File: src/jscc_pkg.sv
// Package for the JSON string character counter: window types, byte codes,
// decision record and the byte/hex helper functions. No dependencies.
`timescale 1ns / 1ps

package jscc_pkg;

    // Lookahead window geometry
    localparam int WIN_DEPTH = 12;
    localparam int FILL_W    = 4;
    localparam int INC_W     = 3;

    typedef logic [7:0]                    t_byte;
    typedef logic [FILL_W-1:0]             t_fill;
    typedef logic [INC_W-1:0]              t_inc;
    typedef logic [WIN_DEPTH-1:0][7:0]     t_win;

    // Byte codes
    localparam t_byte BYTE_BSLASH = 8'h5C;
    localparam t_byte BYTE_LOWER_U = 8'h75;
    localparam t_byte CONT_MASK   = 8'hC0;
    localparam t_byte CONT_TAG    = 8'h80;
    localparam t_byte CHAR_0      = 8'h30;
    localparam t_byte CHAR_9      = 8'h39;
    localparam t_byte CHAR_LA     = 8'h61;
    localparam t_byte CHAR_LF     = 8'h66;
    localparam t_byte CHAR_UA     = 8'h41;
    localparam t_byte CHAR_UF     = 8'h46;

    // Surrogate ranges
    localparam logic [15:0] SURR_HIGH_MIN = 16'hD800;
    localparam logic [15:0] SURR_HIGH_MAX = 16'hDBFF;
    localparam logic [15:0] SURR_LOW_MIN  = 16'hDC00;
    localparam logic [15:0] SURR_LOW_MAX  = 16'hDFFF;

    // Window fill levels with a fixed meaning
    localparam t_fill FILL_EMPTY   = 4'd0;  // nothing pending
    localparam t_fill FILL_ESC     = 4'd1;  // backslash held
    localparam t_fill FILL_U       = 4'd2;  // "\u" held
    localparam t_fill FILL_HI_END  = 4'd5;  // next byte completes first escape
    localparam t_fill FILL_PAIR_BS = 4'd6;  // high surrogate held, want '\'
    localparam t_fill FILL_PAIR_U  = 4'd7;  // want 'u' of second escape
    localparam t_fill FILL_LO      = 4'd8;  // first digit of second escape
    localparam t_fill FILL_LO_END  = 4'd11; // next byte completes second escape

    // Per-transaction decision
    typedef struct packed {
        t_inc  inc;     // characters decided by this byte
        t_fill fill;    // window fill afterwards
        logic  store;   // write the byte at the current fill position
        logic  shift6;  // drop the first escape, keep the second as new head
    } t_decision;

    // A byte counts unless it is a UTF-8 continuation byte
    function automatic logic is_counted(t_byte b);
        return (b & CONT_MASK) != CONT_TAG;
    endfunction

    // Four hex digits: {bad, value}
    function automatic logic [16:0] hex4(t_byte d0, t_byte d1, t_byte d2, t_byte d3);
        t_byte          c [4];
        logic [15:0]    v;
        logic [3:0]     nib;
        logic           bad;
        c[0] = d0;
        c[1] = d1;
        c[2] = d2;
        c[3] = d3;
        v    = '0;
        bad  = 1'b0;
        for (int k = 0; k < 4; k++) begin
            nib = 4'd0;
            if (c[k] >= CHAR_0 && c[k] <= CHAR_9) begin
                nib = c[k][3:0];
            end else if ((c[k] >= CHAR_LA && c[k] <= CHAR_LF) ||
                         (c[k] >= CHAR_UA && c[k] <= CHAR_UF)) begin
                nib = c[k][3:0] + 4'd9;
            end else begin
                bad = 1'b1;
            end
            v = {v[11:0], nib};
        end
        return {bad, v};
    endfunction

    function automatic logic is_high_surr(logic [16:0] h);
        return !h[16] && h[15:0] >= SURR_HIGH_MIN && h[15:0] <= SURR_HIGH_MAX;
    endfunction

    function automatic logic is_low_surr(logic [16:0] h);
        return !h[16] && h[15:0] >= SURR_LOW_MIN && h[15:0] <= SURR_LOW_MAX;
    endfunction

    // Characters in a tail of up to three bytes at end of string
    function automatic logic [1:0] tail_count(t_byte a0, t_byte a1, t_byte a2,
                                              logic [1:0] len);
        logic [1:0] n;
        n = 2'd0;
        if (len == 2'd0) begin
            n = 2'd0;
        end else if (a0 == BYTE_BSLASH && len >= 2'd2) begin
            // escape eats the next byte
            n = 2'd1 + ((len == 2'd3) ? {1'b0, is_counted(a2)} : 2'd0);
        end else begin
            n = {1'b0, is_counted(a0)};
            if (len >= 2'd2) begin
                if (a1 == BYTE_BSLASH && len == 2'd3) begin
                    n = n + 2'd1;
                end else begin
                    n = n + {1'b0, is_counted(a1)} +
                        ((len == 2'd3) ? {1'b0, is_counted(a2)} : 2'd0);
                end
            end
        end
        return n;
    endfunction

endpackage

File: src/json_string_codepoint_counter_top.sv
// Top level of the JSON string character counter.
// Depends on jscc_pkg and jscc_decide.
//
// Usage:
//   Input channel (i_valid / o_ready) carries one byte of a JSON string body
//   (quotes stripped) per transaction, i_last_byte marking the final byte.
//   Output channel (o_valid / i_ready) carries one transaction per string:
//   the character count (low 16 bits, saturating at 2^COUNT_WIDTH-1) and a
//   flag that is set when characters were dropped at saturation.
//   Throughput: one byte per cycle, sustained, strings back to back, unless a
//   last byte waits in the input register behind a stalled result.
//   Path: a byte is held in the input register, then the window logic decides
//   it; a string's result is registered once its last byte moves on.
//   The per-byte decision over the 12-byte lookahead window and the count
//   adder sit between the input register and the state/result registers.
//   Reset: control state, the count and the window fill clear; the block
//   accepts bytes in the first cycle after reset.
//   Receiver stall: the result is held while i_ready is low; bytes of the
//   next string keep flowing until its own last byte reaches the window logic,
//   which then waits, and o_ready drops until the result is taken.
`timescale 1ns / 1ps

module json_string_codepoint_counter_top #(
    parameter int COUNT_WIDTH = 16
) (
    input  logic        i_clk,
    input  logic        i_rst_n,
    input  logic        i_valid,
    output logic        o_ready,
    input  logic [7:0]  i_byte_value,
    input  logic        i_last_byte,
    output logic        o_valid,
    input  logic        i_ready,
    output logic [15:0] o_codepoint_count,
    output logic        o_count_saturated
);

    // Input register
    logic                r_in_valid;
    jscc_pkg::t_byte     r_in_byte;
    logic                r_in_last;

    // Window and count state
    jscc_pkg::t_win      r_win;
    jscc_pkg::t_fill     r_fill;
    logic [COUNT_WIDTH-1:0] r_count;
    logic                r_sat;

    // Result register
    logic                r_out_valid;
    logic [15:0]         r_out_count;
    logic                r_out_sat;

    jscc_pkg::t_decision    dec;
    logic                   proceed;
    logic [COUNT_WIDTH:0]   sum;
    logic                   over;
    logic [COUNT_WIDTH-1:0] n_count;
    logic                   n_sat;

    // A byte moves on unless it ends a string and the result slot is busy
    assign proceed = r_in_valid && (!r_in_last || !r_out_valid || i_ready);
    assign o_ready = !r_in_valid || proceed;

    always_ff @(posedge i_clk) begin
        if (!i_rst_n) begin
            r_in_valid <= 1'b0;
        end else if (o_ready) begin
            r_in_valid <= i_valid;
        end
    end

    always_ff @(posedge i_clk) begin
        if (o_ready && i_valid) begin
            r_in_byte <= i_byte_value;
            r_in_last <= i_last_byte;
        end
    end

    jscc_decide u_decide (
        .i_win  (r_win),
        .i_fill (r_fill),
        .i_byte (r_in_byte),
        .i_last (r_in_last),
        .o_dec  (dec)
    );

    // Saturating count update
    assign sum     = {1'b0, r_count} + (COUNT_WIDTH+1)'(dec.inc);
    assign over    = sum[COUNT_WIDTH];
    assign n_count = over ? {COUNT_WIDTH{1'b1}} : sum[COUNT_WIDTH-1:0];
    assign n_sat   = r_sat || over;

    always_ff @(posedge i_clk) begin
        if (!i_rst_n) begin
            r_fill  <= jscc_pkg::FILL_EMPTY;
            r_count <= '0;
            r_sat   <= 1'b0;
        end else if (proceed) begin
            if (r_in_last) begin
                r_fill  <= jscc_pkg::FILL_EMPTY;
                r_count <= '0;
                r_sat   <= 1'b0;
            end else begin
                r_fill  <= dec.fill;
                r_count <= n_count;
                r_sat   <= n_sat;
            end
        end
    end

    // Window storage, no reset: entries at or above the fill are never used
    always_ff @(posedge i_clk) begin
        if (proceed) begin
            if (dec.store) begin
                r_win[r_fill] <= r_in_byte;
            end
            if (dec.shift6) begin
                r_win[0] <= r_win[6];
                r_win[1] <= r_win[7];
                r_win[2] <= r_win[8];
                r_win[3] <= r_win[9];
                r_win[4] <= r_win[10];
                r_win[5] <= r_in_byte;
            end
        end
    end

    // Result register
    always_ff @(posedge i_clk) begin
        if (!i_rst_n) begin
            r_out_valid <= 1'b0;
        end else if (proceed && r_in_last) begin
            r_out_valid <= 1'b1;
        end else if (i_ready) begin
            r_out_valid <= 1'b0;
        end
    end

    always_ff @(posedge i_clk) begin
        if (proceed && r_in_last) begin
            r_out_count <= 16'(n_count);
            r_out_sat   <= n_sat;
        end
    end

    assign o_valid           = r_out_valid;
    assign o_codepoint_count = r_out_count;
    assign o_count_saturated = r_out_sat;

endmodule

File: src/jscc_decide.sv
// Per-byte decision logic: from the pending window, its fill, the new byte and
// the last flag, how many characters are decided and how the window moves.
// Depends on jscc_pkg.
`timescale 1ns / 1ps

module jscc_decide (
    input  jscc_pkg::t_win      i_win,
    input  jscc_pkg::t_fill     i_fill,
    input  jscc_pkg::t_byte     i_byte,
    input  logic                i_last,
    output jscc_pkg::t_decision o_dec
);

    jscc_pkg::t_byte a [jscc_pkg::WIN_DEPTH];
    logic [16:0]     hi;
    logic [16:0]     lo;
    logic [1:0]      tail_a;
    logic [1:0]      tail_b;

    // Window with the new byte placed at the fill position
    always_comb begin
        for (int i = 0; i < jscc_pkg::WIN_DEPTH; i++) begin
            a[i] = (jscc_pkg::FILL_W'(i) == i_fill) ? i_byte : i_win[i];
        end
    end

    assign hi = jscc_pkg::hex4(a[2], a[3], a[4], a[5]);
    assign lo = jscc_pkg::hex4(a[8], a[9], a[10], a[11]);

    // Tails rescanned at end of string
    assign tail_a = jscc_pkg::tail_count(a[2], a[3], a[4], 2'(i_fill - 4'd1));
    assign tail_b = jscc_pkg::tail_count(a[8], a[9], a[10], 2'(i_fill - 4'd7));

    always_comb begin
        o_dec = '0;
        if (!i_last) begin
            // mid-string: decide what is complete, hold the rest
            case (i_fill) inside
                jscc_pkg::FILL_EMPTY: begin
                    if (i_byte == jscc_pkg::BYTE_BSLASH) begin
                        o_dec.store = 1'b1;
                        o_dec.fill  = jscc_pkg::FILL_ESC;
                    end else begin
                        o_dec.inc = {2'b00, jscc_pkg::is_counted(i_byte)};
                    end
                end
                jscc_pkg::FILL_ESC: begin
                    if (i_byte == jscc_pkg::BYTE_LOWER_U) begin
                        o_dec.store = 1'b1;
                        o_dec.fill  = jscc_pkg::FILL_U;
                    end else begin
                        o_dec.inc = 3'd1;
                    end
                end
                [jscc_pkg::FILL_U : jscc_pkg::FILL_HI_END - 4'd1],
                [jscc_pkg::FILL_LO : jscc_pkg::FILL_LO_END - 4'd1]: begin
                    o_dec.store = 1'b1;
                    o_dec.fill  = i_fill + 4'd1;
                end
                jscc_pkg::FILL_HI_END: begin
                    if (jscc_pkg::is_high_surr(hi)) begin
                        o_dec.store = 1'b1;
                        o_dec.fill  = jscc_pkg::FILL_PAIR_BS;
                    end else begin
                        o_dec.inc = 3'd1;
                    end
                end
                jscc_pkg::FILL_PAIR_BS: begin
                    if (i_byte == jscc_pkg::BYTE_BSLASH) begin
                        o_dec.store = 1'b1;
                        o_dec.fill  = jscc_pkg::FILL_PAIR_U;
                    end else begin
                        o_dec.inc = 3'd1 + {2'b00, jscc_pkg::is_counted(i_byte)};
                    end
                end
                jscc_pkg::FILL_PAIR_U: begin
                    if (i_byte == jscc_pkg::BYTE_LOWER_U) begin
                        o_dec.store = 1'b1;
                        o_dec.fill  = jscc_pkg::FILL_LO;
                    end else begin
                        o_dec.inc = 3'd2;
                    end
                end
                jscc_pkg::FILL_LO_END: begin
                    if (jscc_pkg::is_low_surr(lo)) begin
                        o_dec.inc = 3'd1;
                    end else if (jscc_pkg::is_high_surr(lo)) begin
                        // second escape becomes the new pending head
                        o_dec.inc    = 3'd1;
                        o_dec.shift6 = 1'b1;
                        o_dec.fill   = jscc_pkg::FILL_PAIR_BS;
                    end else begin
                        o_dec.inc = 3'd2;
                    end
                end
                default: begin
                    o_dec = '0;
                end
            endcase
        end else begin
            // end of string: flush everything pending
            case (i_fill) inside
                jscc_pkg::FILL_EMPTY: begin
                    o_dec.inc = {2'b00, jscc_pkg::is_counted(i_byte)};
                end
                jscc_pkg::FILL_ESC, jscc_pkg::FILL_HI_END: begin
                    o_dec.inc = 3'd1;
                end
                [jscc_pkg::FILL_U : jscc_pkg::FILL_HI_END - 4'd1]: begin
                    o_dec.inc = 3'd1 + {1'b0, tail_a};
                end
                jscc_pkg::FILL_PAIR_BS: begin
                    o_dec.inc = 3'd1 + {2'b00, jscc_pkg::is_counted(i_byte)};
                end
                jscc_pkg::FILL_PAIR_U: begin
                    o_dec.inc = 3'd2;
                end
                [jscc_pkg::FILL_LO : jscc_pkg::FILL_LO_END - 4'd1]: begin
                    o_dec.inc = 3'd2 + {1'b0, tail_b};
                end
                jscc_pkg::FILL_LO_END: begin
                    o_dec.inc = jscc_pkg::is_low_surr(lo) ? 3'd1 : 3'd2;
                end
                default: begin
                    o_dec = '0;
                end
            endcase
        end
    end

endmodule

File: config.mk
export PLATFORM = sky130hd
export DESIGN_NAME = json_string_codepoint_counter_top
export DESIGN_NICKNAME = d
export VERILOG_FILES = /design/src/jscc_pkg.sv /design/src/json_string_codepoint_counter_top.sv /design/src/jscc_decide.sv
export SDC_FILE = /design/constraint.sdc
export NUM_CORES = 1
export LEC_CHECK = 0
export ABC_AREA = 0
export BUFFER_PORTS_ARGS = -buffer_cell sky130_fd_sc_hd__buf_4
export CAP_MARGIN = 5
export CELL_PAD_IN_SITES_DETAIL_PLACEMENT = 2
export CELL_PAD_IN_SITES_GLOBAL_PLACEMENT = 2
export CORE_UTILIZATION = 37
export CTS_CLUSTER_DIAMETER = 30
export DETAILED_ROUTE_END_ITERATION = 8
export HOLD_SLACK_MARGIN = 0.08
export PLACE_DENSITY = 0.81
export SYNTH_ARGS = -nofsm -noshare
export SYNTH_HDL_FRONTEND = slang
export SYNTH_SLANG_ARGS = --single-unit
export TNS_END_PERCENT = 5
File: constraint.sdc
create_clock -name i_clk -period 5.8 [get_ports i_clk]
set_clock_uncertainty 0.15 [all_clocks]
set_input_delay 0 -clock i_clk [delete_from_list [all_inputs] [get_ports i_clk]]
set_output_delay 0 -clock i_clk [all_outputs]
set_load 0.03 [all_outputs]
==> metrics <==
most common cell in the netlist=nand2_1; core occupancy in the finished layout=45.3%; depth of the CTS H-tree=3; Synth area leaders=edfxtp_1, ha_1, dfxtp_1; vias in the first global route=7421; Worst-path clk slew=0.08 ns; Design Area, Final=8790 um2; post-synthesis cell count=760; Core Region=19400 um2; metal3 WL=1.50 mm; first-pass GRT wire length=42.8 mm; commonest cells in the netlist=nand2_1, edfxtp_1, nor2_1; post-synthesis sequential area ratio=41.6%; Synth Warn #=0; Die Area=20400 um2; ys async rst share=0%; fmax=178 MHz; num rows=51; top routing layer in use=met4; Setup WS pre-CTS=0.0780 ns; Vias=6741; drt drc=0; routed len/inst=25.3 um; EDFF count, synth=86; Placer Congestion=0.878; Filler cells=2069; worst hold path class=primary input to register; crit-path max FO=19; total CTS buffers=9; initial antenna violation count=1; Seq cells post-synth=109; crit end category=register; Cell Count Post-Placement=1075; total global routing overflow=0; post-route minimum period=5.63 ns; Syn Area/Cell=9.63 um2; Synth top area share=35.3%; GRT Util Overall=28.0%; Reg2Reg Launch Point=r_fill[0]$_SDFFE_PN0P_; largest net degree at the start of global routing=26; reg2reg setup slack=0.17 ns; min-delay src=i_byte_value[0]; footprint of the multi-input gates=4070 um2; worst path arrival time=5.80 ns; crit path launch=r_fill[0]$_SDFFE_PN0P_; area post-placement=8210 um2; DP Wirelength=20.1 mm; CTS sink cnt=109; Initial DRC Count=417; layout cells sized above 1=18.2%; Die Y=143 um; met2 wire len=13.8 mm; M1 WL=11.9 mm; Synth area leader=edfxtp_1; worst-case clock buffer depth=2; Slew HR=20.6%; Clock Latency Late Sink=0.37 ns; period utilization=97.1%; Main synth FF type=edfxtp_1; CTS tree=done; TritonRoute pass-1 iters=5; Final nets=893; Least-Margin Pin Slew=1.18 ns; CTS root buffer=clkbuf_16; TNS Setup=0 ns; Post-Layout Cell Count=1108; post-route setup slack=0.168 ns; Max VDD drop=0.139 mV; Initial Util=37.7%; FF/Latch Area=3050 um2; WL final=28.0 mm; final setup vio count=0; Fin. Hold Viols=0; Req. time, crit path=5.97 ns; Pleak=3.40 nW; WS Path Type=register to register; Worst setup SP type=register; syn_nets=816; I/O Buffers=31; area grow syn2layout=20.1%; PwrDens=185 nW/um2; max-slew violations=0; max capacitance violation total=0; Cell variety after synth=84; Post-Syn Area=7320 um2; status=finished clean; io pins=32; antenna-violating nets left=0; chip width=143 um; via/cell ratio=6.08
==> repair_timing <==
item	4_1_cts	5_1_grt
gates resized for setup	3	26
buffers inserted	0	2
endpoints found under the setup margin	8	34
pin swaps	0	4
hold buffers	14	0
endpoints found under the hold margin	41	0
==> final cells by class <==
| type | instances | area share, % |
|---|---|---|
| Inverter | 33 | 1.41 |
| Clock inverter | 7 | 1.01 |
| Clock buffer | 9 | 2.56 |
| Tap cell | 265 | 3.77 |
| Sequential cell | 109 | 34.7 |
| Antenna cell | 1 | 0.0285 |
| Multi-Input combinational cell | 572 | 46.2 |
| Timing Repair Buffer | 112 | 10.3 |
==> where the power goes <==
group / leakage, nW / internal [W] / switching, W
combinational: 2.23 / 0.0000332 / 0.0000578
clock: 0.150 / 0.000345 / 0.000335
sequential: 1.02 / 0.000842 / 0.0000114
==> flip-flops by register name (all words and copies together) (netlist names), 4 cells and up <==
signal and cells:
o_codepoint_count 16, r_count 16, r_fill 4, r_in_byte 8
r_win 60
==> layer usage <==
| layer | up-vias | global-route usage, % |
|---|---|---|
| met2 | 215 | 47.3 |
| met4 | 0 | 11.1 |
| met1 | 3487 | 35.9 |
| li1 | 2986 | - |
| met5 | - | 0 |
| met3 | 53 | 3.96 |
==> final timing paths <==
kind	end	depth (start not counted)
worst max-delay path	r_count[7]$_SDFFE_PN0P_	23
worst min register to register	r_sat$_SDFFE_PN0P_	1
worst max register to register	r_count[7]$_SDFFE_PN0P_	23
worst min-delay path	r_in_byte[0]$_DFFE_PP_	2
==> critical path: stages (launching register included) <==
cell	delay (ns)
dfxtp_4	0.38
buf_6	0.15
ha_1	0.23
nand3b_1	0.23
mux2i_2	0.33
ha_2	0.30
o21bai_1	0.08
a211oi_1	0.24
a31o_2	0.24
o32a_1	0.24
nand4_1	0.14
or4_4	0.56
nand4b_1	0.13
nand3_1	0.13
o31ai_2	0.22
ha_2	0.23
fa_2	0.21
a21oi_1	0.10
nor2_1	0.18
nand2_1	0.13
or3_4	0.43
buf_12	0.17
a31oi_1	0.17
o221a_2	0.21
==> layout by cell type (no fill, tap or decap), types with 14 or more instances in the layout <==
master	n
nor2b_1	25
nand3_1	23
edfxtp_1	86
a22oi_1	15
a21oi_1	27
mux2i_1	18
buf_4	95
ha_1	38
dlygate4sd3_1	14
inv_1	32
nor2_1	41
dfxtp_1	20
nand2b_1	17
nor3_1	16
nand2_1	89
o21ai_0	28
==> stage by stage <==
stage	hold slack (ns)	power [W]
after floorplan	-0.0511	0.000906
after global placement	0.0294	0.000948
after detailed placement	0.0303	0.000953
after CTS	0.186	0.00163
after global routing	0.201	0.00166
final	0.204	0.00163
==> cell families (layout without fill, tap and decap cells) <==
| kind of cell | after synthesis | count (layout) | share of synthesized area [%] |
|---|---|---|---|
| compound gates | 172 | 172 | 16.7 |
| fa+ha+maj | 43 | 43 | 7.66 |
| flops | 109 | 109 | 41.6 |
| buf+inv | 79 | 161 | 4.27 |
| other cells | 0 | 1 | 0 |
| mux | 31 | 31 | 4.53 |
| xor+xnor | 12 | 12 | 1.44 |
| simple gates | 314 | 314 | 23.9 |
No activity file was read; power rests on OpenSTA's default activity.
